## src/bmwm_pkg.sv

```systemverilog
// shared types and constants for the banked memory window mapper
package bmwm_pkg;

	// bus operation codes
	localparam logic [1:0] OP_MEM_RD = 2'd0;
	localparam logic [1:0] OP_MEM_WR = 2'd1;
	localparam logic [1:0] OP_IO_RD  = 2'd2;
	localparam logic [1:0] OP_IO_WR  = 2'd3;

	// target region codes
	localparam logic [3:0] RG_NONE    = 4'd0;
	localparam logic [3:0] RG_RAM     = 4'd1;
	localparam logic [3:0] RG_VRAM    = 4'd2;
	localparam logic [3:0] RG_EMS     = 4'd3;
	localparam logic [3:0] RG_LEARN   = 4'd4;
	localparam logic [3:0] RG_DIC     = 4'd5;
	localparam logic [3:0] RG_KANJI   = 4'd6;
	localparam logic [3:0] RG_RAMDRV  = 4'd7;
	localparam logic [3:0] RG_MEMCARD = 4'd8;
	localparam logic [3:0] RG_ROMDRV  = 4'd9;
	localparam logic [3:0] RG_IPL     = 4'd10;

	// io port addresses
	localparam logic [15:0] PORT_EMS0   = 16'h08e1;
	localparam logic [15:0] PORT_EMS1   = 16'h08e3;
	localparam logic [15:0] PORT_EMS2   = 16'h08e5;
	localparam logic [15:0] PORT_EMS3   = 16'h08e7;
	localparam logic [15:0] PORT_LEARN  = 16'h0c10;
	localparam logic [15:0] PORT_RDBANK = 16'h0e8e;
	localparam logic [15:0] PORT_RDSEL  = 16'h1e8e;
	localparam logic [15:0] PORT_DIC    = 16'h4c10;
	localparam logic [15:0] PORT_KANJI  = 16'h8c10;
	localparam logic [15:0] PORT_ROMDRV = 16'hcc10;

	// bank limits and select codes
	localparam logic [5:0] DIC_BANKS    = 6'd48;
	localparam logic [6:0] RAMDRV_BANKS = 7'd88;
	localparam logic [7:0] SEL_RAMDRV   = 8'h81;
	localparam logic [7:0] SEL_MEMCARD  = 8'h82;
	localparam logic [7:0] IO_RD_MARK   = 8'h40;
	localparam logic [7:0] IO_RD_IDLE   = 8'hff;

	// current bank register contents
	typedef struct packed {
		logic [3:0][6:0] ems;
		logic [3:0]      learn;
		logic [5:0]      dic;
		logic [3:0]      kanji;
		logic [3:0]      romdrv;
		logic [6:0]      ramdrv;
		logic [7:0]      drive_mode;
	} bank_set_t;

	// one decoded result transaction
	typedef struct packed {
		logic [3:0]  region;
		logic [20:0] offset;
		logic        commit;
		logic [7:0]  wval;
		logic [7:0]  rbyte;
		logic        local_rd;
	} result_t;

endpackage

```

## src/bmwm_bank_regs.sv

```systemverilog
// bank register file loaded by io write transactions
module bmwm_bank_regs (
	input  logic                clk,
	input  logic                arst_n,
	input  logic                wr_en,
	input  logic [15:0]         port,
	input  logic [7:0]          wdata,
	output bmwm_pkg::bank_set_t banks
);
	import bmwm_pkg::*;

	bank_set_t banks_q;

	assign banks = banks_q;

	// port decode and masked load
	always_ff @(posedge clk or negedge arst_n) begin
		if (!arst_n) begin
			banks_q.ems[0]     <= 7'd0;
			banks_q.ems[1]     <= 7'd1;
			banks_q.ems[2]     <= 7'd2;
			banks_q.ems[3]     <= 7'd3;
			banks_q.learn      <= '0;
			banks_q.dic        <= '0;
			banks_q.kanji      <= '0;
			banks_q.romdrv     <= '0;
			banks_q.ramdrv     <= '0;
			banks_q.drive_mode <= SEL_RAMDRV;
		end else if (wr_en) begin
			unique case (port)
				PORT_EMS0:   banks_q.ems[0]     <= wdata[6:0];
				PORT_EMS1:   banks_q.ems[1]     <= wdata[6:0];
				PORT_EMS2:   banks_q.ems[2]     <= wdata[6:0];
				PORT_EMS3:   banks_q.ems[3]     <= wdata[6:0];
				PORT_LEARN:  banks_q.learn      <= wdata[3:0];
				PORT_RDBANK: banks_q.ramdrv     <= wdata[6:0];
				PORT_RDSEL:  banks_q.drive_mode <= wdata;
				PORT_DIC:    banks_q.dic        <= wdata[5:0];
				PORT_KANJI:  banks_q.kanji      <= wdata[3:0];
				PORT_ROMDRV: banks_q.romdrv     <= wdata[3:0];
				default: begin
				end
			endcase
		end
	end

endmodule

```

## src/bmwm_decode.sv

```systemverilog
// combinational decode of one bus transaction into a result
module bmwm_decode (
	input  logic [1:0]          op,
	input  logic [19:0]         address,
	input  logic [7:0]          data_byte,
	input  bmwm_pkg::bank_set_t banks,
	output bmwm_pkg::result_t   res
);
	import bmwm_pkg::*;

	logic [3:0]  mem_region;
	logic [20:0] mem_offset;
	logic        mem_writable;
	logic [13:0] low14;
	logic [7:0]  dummy;

	assign low14 = address[13:0];
	// dummy pattern: high byte for odd addresses, low byte for even
	assign dummy = address[0] ? address[15:8] : address[7:0];

	// memory map decode
	always_comb begin
		mem_region   = RG_NONE;
		mem_offset   = '0;
		mem_writable = 1'b0;
		unique case (address[19:16])
			4'ha: begin
				if (address[15]) begin
					mem_region   = RG_VRAM;
					mem_offset   = {6'd0, address[14:0]};
					mem_writable = 1'b1;
				end
			end
			4'hb: begin
			end
			4'hc: begin
				mem_region   = RG_EMS;
				mem_offset   = {banks.ems[address[15:14]], low14};
				mem_writable = 1'b1;
			end
			4'hd: begin
				unique case (address[15:14])
					2'd0: begin
						mem_region   = RG_LEARN;
						mem_offset   = {3'd0, banks.learn, low14};
						mem_writable = 1'b1;
					end
					2'd1: begin
						if (banks.dic < DIC_BANKS) begin
							mem_region = RG_DIC;
							mem_offset = {1'b0, banks.dic, low14};
						end
					end
					2'd2: begin
						mem_region = RG_KANJI;
						mem_offset = {3'd0, banks.kanji, low14};
					end
					default: begin
						// any other select code leaves the window unmapped
						if (banks.drive_mode == SEL_RAMDRV
								&& banks.ramdrv < RAMDRV_BANKS) begin
							mem_region   = RG_RAMDRV;
							mem_offset   = {banks.ramdrv, low14};
							mem_writable = 1'b1;
						end else if (banks.drive_mode == SEL_MEMCARD) begin
							mem_region   = RG_MEMCARD;
							mem_offset   = {banks.ramdrv, low14};
							mem_writable = 1'b1;
						end
					end
				endcase
			end
			4'he: begin
				mem_region = RG_ROMDRV;
				mem_offset = {1'b0, banks.romdrv, address[15:0]};
			end
			4'hf: begin
				mem_region = RG_IPL;
				mem_offset = {5'd0, address[15:0]};
			end
			default: begin
				// below a0000 is main ram
				mem_region   = RG_RAM;
				mem_offset   = {1'b0, address};
				mem_writable = 1'b1;
			end
		endcase
	end

	// result selection per operation
	always_comb begin
		res = '0;
		unique case (op)
			OP_MEM_RD: begin
				res.region = mem_region;
				res.offset = mem_offset;
				if (mem_region == RG_NONE) begin
					res.rbyte    = dummy;
					res.local_rd = 1'b1;
				end
			end
			OP_MEM_WR: begin
				if (mem_writable) begin
					res.region = mem_region;
					res.offset = mem_offset;
					res.commit = 1'b1;
					res.wval   = data_byte;
				end
			end
			OP_IO_RD: begin
				res.local_rd = 1'b1;
				unique case (address[15:0])
					PORT_LEARN:  res.rbyte = {4'd0, banks.learn} | IO_RD_MARK;
					PORT_DIC:    res.rbyte = {2'd0, banks.dic} | IO_RD_MARK;
					PORT_KANJI:  res.rbyte = {4'd0, banks.kanji} | IO_RD_MARK;
					PORT_ROMDRV: res.rbyte = {4'd0, banks.romdrv} | IO_RD_MARK;
					default:     res.rbyte = IO_RD_IDLE;
				endcase
			end
			default: begin
				// io write results are all zero
			end
		endcase
	end

endmodule

```

## src/banked_memory_window_mapper_top.sv

```systemverilog
// top level: input register, decode and bank registers, result register
// two register stages; out_valid rises when an access enters the result register
// throughput: one transaction per cycle, limited only by out_stall
// an io write updates the bank registers as it leaves the input register,
// so the very next transaction already decodes with the new banks
// reset: arst_n clears both valid flags and loads the bank reset values
module banked_memory_window_mapper_top (
	input  logic        clk,
	input  logic        arst_n,
	input  logic        in_valid,
	output logic        in_stall,
	input  logic [1:0]  op,
	input  logic [19:0] address,
	input  logic [7:0]  data_byte,
	output logic        out_valid,
	input  logic        out_stall,
	output logic [3:0]  target_region,
	output logic [20:0] target_offset,
	output logic        write_commit,
	output logic [7:0]  write_value,
	output logic [7:0]  read_byte,
	output logic        read_local
);
	import bmwm_pkg::*;

	logic        valid_s1;
	logic [1:0]  op_s1;
	logic [19:0] address_s1;
	logic [7:0]  data_s1;
	logic        valid_s2;
	result_t     res_s2;
	result_t     res;
	bank_set_t   banks;
	logic        adv_s1;
	logic        take_in;

	// stage 1 moves on when the result register is free or being drained
	assign adv_s1   = !valid_s2 || !out_stall;
	assign in_stall = valid_s1 && !adv_s1;
	assign take_in  = in_valid && !in_stall;

	// input register
	always_ff @(posedge clk or negedge arst_n) begin
		if (!arst_n) begin
			valid_s1 <= 1'b0;
		end else if (adv_s1 || !valid_s1) begin
			valid_s1 <= in_valid;
		end
	end

	always_ff @(posedge clk) begin
		if (take_in) begin
			op_s1      <= op;
			address_s1 <= address;
			data_s1    <= data_byte;
		end
	end

	// bank registers, written as an io write leaves stage 1
	bmwm_bank_regs u_regs (
		.clk    (clk),
		.arst_n (arst_n),
		.wr_en  (valid_s1 && adv_s1 && op_s1 == OP_IO_WR),
		.port   (address_s1[15:0]),
		.wdata  (data_s1),
		.banks  (banks)
	);

	bmwm_decode u_decode (
		.op        (op_s1),
		.address   (address_s1),
		.data_byte (data_s1),
		.banks     (banks),
		.res       (res)
	);

	// result register
	always_ff @(posedge clk or negedge arst_n) begin
		if (!arst_n) begin
			valid_s2 <= 1'b0;
		end else if (adv_s1) begin
			valid_s2 <= valid_s1;
		end
	end

	always_ff @(posedge clk) begin
		if (adv_s1 && valid_s1) begin
			res_s2 <= res;
		end
	end

	assign out_valid     = valid_s2;
	assign target_region = res_s2.region;
	assign target_offset = res_s2.offset;
	assign write_commit  = res_s2.commit;
	assign write_value   = res_s2.wval;
	assign read_byte     = res_s2.rbyte;
	assign read_local    = res_s2.local_rd;

endmodule

```

## config.mk

```make
export PLATFORM = sky130hd
export DESIGN_NAME = banked_memory_window_mapper_top
export DESIGN_NICKNAME = d
export VERILOG_FILES = /design/src/bmwm_pkg.sv /design/src/bmwm_bank_regs.sv /design/src/bmwm_decode.sv /design/src/banked_memory_window_mapper_top.sv
export SDC_FILE = /design/constraint.sdc
export NUM_CORES = 1
export LEC_CHECK = 0
export ABC_AREA = 1
export BUFFER_PORTS_ARGS = -buffer_cell sky130_fd_sc_hd__clkbuf_2
export CAP_MARGIN = 10
export CORE_MARGIN = 5
export CORE_UTILIZATION = 30
export DETAILED_ROUTE_END_ITERATION = 6
export HOLD_SLACK_MARGIN = 0.05
export PLACE_DENSITY = 0.5
export SLEW_MARGIN = 20
export SYNTH_ARGS = -nofsm -noshare
export SYNTH_HDL_FRONTEND = slang
export SYNTH_SLANG_ARGS = --single-unit
```

## constraint.sdc

```tcl
create_clock -name clk -period 1.7 [get_ports clk]
set_input_delay 0.17 -clock clk [delete_from_list [all_inputs] [get_ports clk]]
set_output_delay 0.17 -clock clk [all_outputs]
set_load 0.02 [all_outputs]
```

After elaboration in Yosys (flattened, before gate mapping)
Cells that the tools add are included.
{"block": "word_totals", "ff_bits": 136, "elab_cells": 100, "inputBits": 34}
{"block": "op_classes", "muxes": 25, "n_lt_le_gt_ge": 3, "n_eq_ne": 23, "n_reduce_logical": 28}
{"op": "$pmux W21 S6", "count": 1}
{"op": "$eq A16 B12 Y1 const B", "count": 6}
{"op": "$pmux W21 S3", "count": 1}
{"op": "$pmux W25 S2", "count": 1}
{"op": "$mux W21", "count": 2}
{"op": "$mux W34", "count": 1}
{"op": "$eq A16 B16 Y1 const B", "count": 2}
{"op": "$pmux W8 S4", "count": 1}
{"op": "$eq A4 B4 Y1 const B", "count": 6}
{"op": "$pmux W4 S6", "count": 1}
{"op": "$reduce_and A2 Y1", "count": 11}
{"op": "$mux W20", "count": 1}
{"op": "$pmux W9 S2", "count": 1}
{"op": "$eq A16 B13 Y1 const B", "count": 1}
{"op": "$eq A16 B15 Y1 const B", "count": 1}
{"op": "$eq A8 B8 Y1 const B", "count": 2}
{"op": "$mux W15", "count": 1}
{"op": "$bmux W7 S2", "count": 1}
{"op": "$pmux W4 S3", "count": 1}
{"op": "$mux W9", "count": 1}
{"op": "$mux W4", "count": 2}
{"op": "$mux W8", "count": 1}
{"op": "$lt A7 B7 Y1 const B", "count": 1}
{"op": "$mux W7", "count": 1}
{"op": "other kinds (16)", "count": 31}

Logic depth before layout (Yosys ltp)
Gate-level depths: netlist (run 1).
{"block": "depth", "ltp_word": 8, "mapped_depth": 14, "depth_no_buf": 12}

Cells and area by module
A second synthesis (run 1) with hierarchy kept.
{"block": "hier_totals", "hier_cells": 750, "area_unflattened_um2": 6751.5}
{"mod": "bmwm_bank_regs", "seq_area_each_um2": 1534.0, "area_each_um2": 2802.7, "cells_each": 322, "instances": 1}
{"mod": "banked_memory_window_mapper_top", "seq_area_each_um2": 2242.2, "area_each_um2": 2293.4, "cells_each": 87, "instances": 1}
{"mod": "bmwm_decode", "seq_area_each_um2": 0.0, "area_each_um2": 1655.3, "cells_each": 341, "instances": 1}

Worst setup path before layout (run 1)
OpenSTA, ideal clock, no wires.
{"block": "synth_timing", "path_type": "register to register", "from": "reg valid_s2, in the netlist out_valid", "to": "reg res_s2 (netlist bit read_byte[0]), enable pin", "period_less_slack_ns": 1.909, "n_path_buf": 0, "t_required_ns": 1.303, "slack_ns": -0.209, "setup_ns": 0.397, "stages_incl_launch_ff": 4, "t_arrival_ns": 1.512, "cell_sequence": "dfrtp_1 > nand2_1 > nand2_1 > inv_1"}
{"block": "synth_via", "elab_chain_cells": 3}
{"element": "start, declared", "line_no": "banked_memory_window_mapper_top.sv:30", "source": "logic valid_s2;"}
{"element": "start signal, assigned", "line_no": "banked_memory_window_mapper_top.sv:82", "source": "valid_s2 <= valid_s1;"}
{"element": "$logic_not A1 Y1", "line_no": "banked_memory_window_mapper_top.sv:38", "source": "assign adv_s1 = !valid_s2 || !out_stall;"}
{"element": "$logic_or A1 B1 Y1", "line_no": "banked_memory_window_mapper_top.sv:38"}
{"element": "$logic_and A1 B1 Y1", "line_no": "banked_memory_window_mapper_top.sv:87", "source": "if (adv_s1 && valid_s1) begin"}
{"element": "end signal, assigned", "line_no": "banked_memory_window_mapper_top.sv:88", "source": "res_s2 <= res;"}
{"element": "end, declared", "line_no": "banked_memory_window_mapper_top.sv:31", "source": "result_t res_s2;"}
Every way passes these cells.
A chain may end at the register's enable or synchronous reset.

==> results of run 1 <==
-- logic make-up after synthesis --
| kind of cell | after synthesis |
|---|---|
| AO/OA/AOI/OAI | 92 |
| flip-flops | 136 |
| AND/OR/NAND/NOR | 370 |
| buffers and inverters | 76 |
-- sequential cells by signal (all words and copies together) (netlist names) --
signal         cells
target_region      4
target_offset     21
op_s1              2
data_s1            8
read_local         1
write_value        8
valid_s1           1
read_byte          8
u_regs.banks      61
out_valid          1
write_commit       1
address_s1        20
-- cells in the mapped netlist, types with 2 or more instances --
cell,instances,area share [%]
nor3_2,2,0.33
edfxtp_1,73,36
nor2_1,80,4.9
a21oi_1,17,1.4
dfrtp_1,57,23
dfstp_2,6,2.6
buf_2,12,0.98
o21ai_0,41,3.3
nor3_1,6,0.49
a22oi_1,2,0.24
a31oi_1,3,0.30
nand2_1,215,13
nand3_1,31,2.5
nand2_2,3,0.30
o21ai_1,20,1.6
nand4_1,20,2.0
clkbuf_1,9,0.55
inv_2,4,0.24
inv_1,48,2.9
and2_1,2,0.20
o21a_1,2,0.24
nor4_1,4,0.41
buf_6,2,0.37
nor2_2,2,0.20
-- layout make-up --
class / count / area share [%]
clock buffers: 26 / 5.58
inverters: 52 / 2.25
multi-input cells: 464 / 27.2
repair buffers: 230 / 20.0
flip-flops and latches: 136 / 40.4
well taps: 270 / 3.61
clock inverters: 6 / 0.897
-- power by group through the flow --
| stage | clock network (mW) | registers [mW] | logic, mW |
|---|---|---|---|
| after floorplan | 0 | 3.98 | 0.372 |
| after global placement | 0 | 3.84 | 1.09 |
| after detailed placement | 0 | 3.84 | 1.10 |
| after CTS | 3.86 | 3.78 | 1.19 |
| after global routing | 4.01 | 3.80 | 1.49 |
| final | 3.79 | 3.78 | 1.38 |
-- what timing repair did --
action | CTS | global route
setup buffers | 3 | 20
setup endpoints to repair | 95 | 103
resized for setup | 41 | 101
gates cloned | 0 | 6
pin swaps | 8 | 13
endpoints found under the hold margin | 68 | 0
hold buffers | 32 | 0
-- stage by stage --
stage / setup WS, ns / area [µm²] / hold WS (ns)
2_1_floorplan: 0.00631 / 6190 / -0.126
4_1_cts: -0.0890 / 8700 / 0.124
6_report: -0.153 / 9350 / 0.134
3_5_place_dp: -0.131 / 7630 / 0.101
5_1_grt: -0.217 / 9350 / 0.163
3_3_place_gp: -0.169 / 7630 / 0.105
-- layout by cell type (no fill, tap or decap), types with 3 or more instances in the layout --
cell | Yosys | routed
nand2_1 | 215 | 192
buf_4 | 1 | 86
clkbuf_2 | 0 | 78
edfxtp_1 | 73 | 73
dfrtp_1 | 57 | 56
nor2_1 | 80 | 47
inv_1 | 48 | 39
o21ai_0 | 41 | 39
dlygate4sd3_1 | 0 | 32
clkbuf_16 | 0 | 22
o21ai_1 | 20 | 21
nand3_1 | 31 | 20
nand4_1 | 20 | 20
buf_6 | 2 | 19
nor2_4 | 1 | 18
nor2_2 | 2 | 18
nand2_2 | 3 | 17
a21oi_1 | 17 | 14
buf_12 | 0 | 11
inv_2 | 4 | 9
nand2_4 | 0 | 8
nand3_2 | 0 | 8
dfstp_2 | 6 | 6
clkbuf_1 | 9 | 5
nor3_1 | 6 | 4
nand3_4 | 0 | 3
nor3_2 | 2 | 3
nand2_8 | 0 | 3
a21oi_2 | 1 | 3
-- final timing paths --
check                                       from          endpoint
worst max register to register    address_s1[14]  target_region[1]
max in group asynchronous                 arst_n  u_regs.banks[20]
worst max-delay path              address_s1[14]  target_region[1]
worst min register to register  u_regs.banks[59]  u_regs.banks[59]
worst min-delay path                   out_stall         out_valid
min in group asynchronous                 arst_n   u_regs.banks[2]
-- routing by layer --
layer	up-vias	wire, µm	global-route usage [%]
met5	-	0	0
met4	0	468	5.13
met3	26	894	4.04
met2	133	9360	26.3
met1	2630	9380	22.6
li1	2708	-	-
-- worst min-delay path, cell delays in order --
cell and delay (ns):
clkbuf_2 0.08, nand2_1 0.09, buf_4 0.13, nand2_1 0.05
==> flow_summary.yaml, run 1 <==
status:
  status: "finished with violations"
  violations: "negative setup slack"
yosys:
  syn-num-nets: 708
  synth-edff-count: 73
  synth_fa_ha_area_share_pct: 0
  yosysSeqAreaShare_pct: 61.3
  synthMuxAreaShare_pct: 0
  synth-xor-area-share_pct: 0
  netlist_instances: 674
  synth-async-reset-ratio_pct: 46.3
  yosys_register_bits: 136
  synth_compound_area_share_pct: 8.08
  synthesis.area_um2: 6160
  synth_top_family_by_area: "simple AND/OR/NAND/NOR gates"
  synth_ff_type: "edfxtp_1"
  synth.avg_cell_area_um2: 9.14
  synth-warning-count: 0
  yosys.area_share.simple_pct: 25.4
  synth_cell_type_count: 37
placement:
  place.port_buffers: 78
  gp_congestion: 0.882
  post-place-cells: 1092
  dp_hpwl_um: 13600
cts:
  clk_transition_reported_paths_ns: 0.06
  cts.path.max_buffers: 2
  clkLatencyLatePin_ns: 0.43
  htreeDepth: 4
  clockRootBuffer: "clkbuf_16"
  cts.sinks: 136
  numCtsBuffers: 17
  cts_tree: "built"
timing:
  setup_slack_ns: -0.153
  fmax_mhz: 540
  rsz0062_at_grt: "yes"
  clock_skew_ns: 0.00940
  slew_headroom_pct: 63.0
  post-route-min-period_ns: 1.85
  hold_viol_final: 0
  setup_viol: 42
  tightest_slew_ns: 0.554
  slew_violations: 0
  final.setup.tns_ns: -4.18
  fin_crit_sh_pct: 109
power_and_ir_drop:
  peakVddDrop_mv: 0.711
  finalPower_mw: 8.96
  power_switching_share_pct: 25.5
  power_frac_comb_pct: 15.4
  power.density_nw_per_um2: 958
  switchingPower_mw: 2.28
  p_leak_nw: 4.14
  p_int_mw: 6.67
  pwr-share-seq_pct: 42.3
  clockPowerShare_pct: 42.3
floorplan:
  boundaryPins: 79
  die_y_um: 153
  start_util_pct: 30.4
  core_um2: 20200
  dieArea_um2: 23500
  die_w_um: 153
  rows: 52
worst_setup_path:
  critPathLaunchType: "flip-flop"
  critPathMaxStageDelay_ns: 0.46
  critical-path-top-delay-family: "buffers and inverters"
  r2r_cells: 9
  crit_top_cell: "buf_6"
  reg2reg_slack_ns: -0.15
  cp.required_ns: 1.87
  arrival_ns: 2.02
  crit_chain: "buf_6 -> nand2_4 -> buf_6 -> nand2_1 -> nand3_2 -> nand2_2 -> o21bai_4 -> clkbuf_16 -> nor2_1"
  cpMaxStageDelayCell: "edfxtp_1"
  worstSetupEndpointType: "flip-flop"
  crit_cells: 9
  path_max_fanout: 12
  worst-path-buf-inv: 3
  crit_type: "reg -> reg"
min_path:
  hold_path_class: "in -> reg"
  hold_path_depth: 4
route:
  drtIter0Drc: 366
  drt_wl_total_um: 20100
  dr_total_vias: 5497
  drc_errors: 0
  wl_per_cell_um: 17.0
  dr.pass1.iters: 5
  antenna_left: 0
  routed_via_density: 4.64
cells_and_area:
  drive_above_1_share_pct: 37.0
  syn2layout_area_growth_pct: 51.7
  seq_area_um2: 3780
  fin_util_pct: 46.2
  antenna_cells: 0
  finalNonFillerCells: 1184
  nets: 935
  n_fill_cell: 1948
  multiInputGateArea_um2: 2540
flow_run:
  maxCapViolCount: 0
global_routing:
  grt_pass1_wl_um: 30200
  grt_max_degree: 34
  globalRouteOverflowTotal: 0
  gr-usage-all-layers_pct: 16.6
  grt_antenna_before_repair: 0
  grt_pass1_vias: 5406
Power figures use the tool's default switching activity.
==> run 2, diff against run 1 <==
--- a/config.mk
+++ b/config.mk
@@ -13,6 +13,7 @@
 export DETAILED_ROUTE_END_ITERATION = 6
 export HOLD_SLACK_MARGIN = 0.05
 export PLACE_DENSITY = 0.5
+export RECOVER_POWER = 25
 export SLEW_MARGIN = 20
 export SYNTH_ARGS = -nofsm -noshare
 export SYNTH_HDL_FRONTEND = slang
==> run 2 against run 1 <==
  * The flow still finishes with violations (negative setup slack)
  * Cell count unchanged
  * Hold slack better by 0.0018 ns
  * Utilization is 0.11 points lower
  * Worst setup slack lost 0.0012 ns
  * Die area is the same
  * Register-to-register slack about the same
  * Sequential share of layout area increased by 0.092 points
  * Clock power hardly changed
  * Critical endpoint is now target_offset[2]
==> flow_summary.yaml, run 2 (synthesis results as in run 1) <==
timing:
  tightest_slew_ns: 0.721
  slew_violations: 0
  clock_skew_ns: 0.00942
  rsz0062_at_grt: "yes"
  hold_viol_final: 0
  fmax_mhz: 539
  post-route-min-period_ns: 1.85
  setup_viol: 42
  slew_headroom_pct: 52.0
  setup_slack_ns: -0.154
  fin_crit_sh_pct: 109
route:
  drc_errors: 0
  dr_total_vias: 5499
  drtIter0Drc: 370
  drt_wl_total_um: 20100
  antenna_left: 0
  routed_via_density: 4.64
  wl_per_cell_um: 17.0
  dr.pass1.iters: 5
cells_and_area:
  final_area_um2: 9320
  final_cell_mix: "nand2_1 (192), buf_4 (86), edfxtp_1 (73)"
  fin_util_pct: 46.1
  nets: 935
  drive_above_1_share_pct: 36.2
  multiInputGateArea_um2: 2540
  antenna_cells: 0
  finalNonFillerCells: 1184
  syn2layout_area_growth_pct: 51.4
  seq_area_um2: 3780
  n_fill_cell: 1953
  largest_reg_flops: 61
  layout_commonest_cell: "nand2_1"
global_routing:
  grt_max_degree: 34
  grt_antenna_before_repair: 0
  globalRouteOverflowTotal: 0
  gr-usage-all-layers_pct: 16.6
  grt_pass1_vias: 5406
  grt_pass1_wl_um: 30200
worst_setup_path:
  crit_type: "reg -> reg"
  path_max_fanout: 12
  critPathLaunchType: "flip-flop"
  r2r_cells: 9
  worstSetupEndpointType: "flip-flop"
  cp.required_ns: 1.87
  arrival_ns: 2.03
status:
  status: "finished with violations"
  violations: "negative setup slack"
cts:
  clkLatencyLatePin_ns: 0.43
  numCtsBuffers: 17
  clk_transition_reported_paths_ns: 0.06
  cts_tree: "built"
  cts.path.max_buffers: 2
  cts.sinks: 136
  clockRootBuffer: "clkbuf_16"
  htreeDepth: 4
floorplan:
  rows: 52
  die_y_um: 153
  boundaryPins: 79
  die_w_um: 153
  start_util_pct: 30.4
  core_um2: 20200
  dieArea_um2: 23500
power_and_ir_drop:
  p_leak_nw: 4.11
  peakVddDrop_mv: 0.707
  finalPower_mw: 8.95
  power.density_nw_per_um2: 960
placement:
  postPlaceCellArea_um2: 7630
  gp_congestion: 0.882
  dp_hpwl_um: 13600
  place.port_buffers: 78
  post-place-cells: 1092
flow_run:
  maxCapViolCount: 0
min_path:
  hold_path_depth: 4
  hold_path_class: "in -> reg"
## run 2: cell types whose count changed in the layout (fill, tap and decap cells not counted), sizes merged
cell    delta
clkbuf     +1
buf        -1
## run 2: layout make-up
type	instances	area share, %
well taps	270	3.62
clock buffers	26	5.60
flip-flops and latches	136	40.5
multi-input cells	464	27.3
clock inverters	6	0.899
repair buffers	230	19.8
inverters	52	2.25
## run 2: what timing repair did
item                       in CTS  in global routing
buffers inserted                3                 20
cloned                          0                  6
gates resized for setup        41                101
hold buffers                   32                  0
hold endpoints to repair       68                  0
setup endpoints to repair      95                103
pin swaps                       8                 13
## run 2: metrics by stage
stage                     hold slack [ns]  setup TNS [ns]  worst slack (ns)
after CTS                           0.124           -2.08           -0.0890
after global placement              0.105           -6.68            -0.169
after detailed placement            0.101           -6.90            -0.131
after global routing                0.163           -8.91            -0.217
after floorplan                    -0.126               0           0.00631
final                               0.135           -4.18            -0.154
## run 2: final timing paths
path / start / end / slack, ns
worst max-delay path: address_s1[14] / target_offset[2] / -0.15
worst min-delay path: out_stall / out_valid / 0.14
worst max register to register: address_s1[14] / target_offset[2] / -0.15
worst min register to register: u_regs.banks[59] / u_regs.banks[59] / 0.49
max in group asynchronous: arst_n / u_regs.banks[20] / 0.15
min in group asynchronous: arst_n / u_regs.banks[2] / 0.32
## run 2: layer usage
metal	global-route usage (%)	vias to the layer above	routed length (µm)
li1	-	2707	-
met1	22.6	2625	9260
met2	26.3	140	9360
met3	4.04	27	1020
met4	5.13	0	468
met5	0	-	0
## run 2: critical path, stage by stage, from the launching register on
cell       delay (ns)
edfxtp_1         0.46
buf_6            0.16
nand2_4          0.08
buf_6            0.13
nand2_1          0.07
nand3_2          0.07
nand2_2          0.07
o21bai_4         0.25
clkbuf_16        0.23
nor2_1           0.06
## run 2: power breakdown
group	internal (mW)	switching [mW]
logic	0.550	0.826
clock network	2.41	1.38
registers	3.71	0.0781
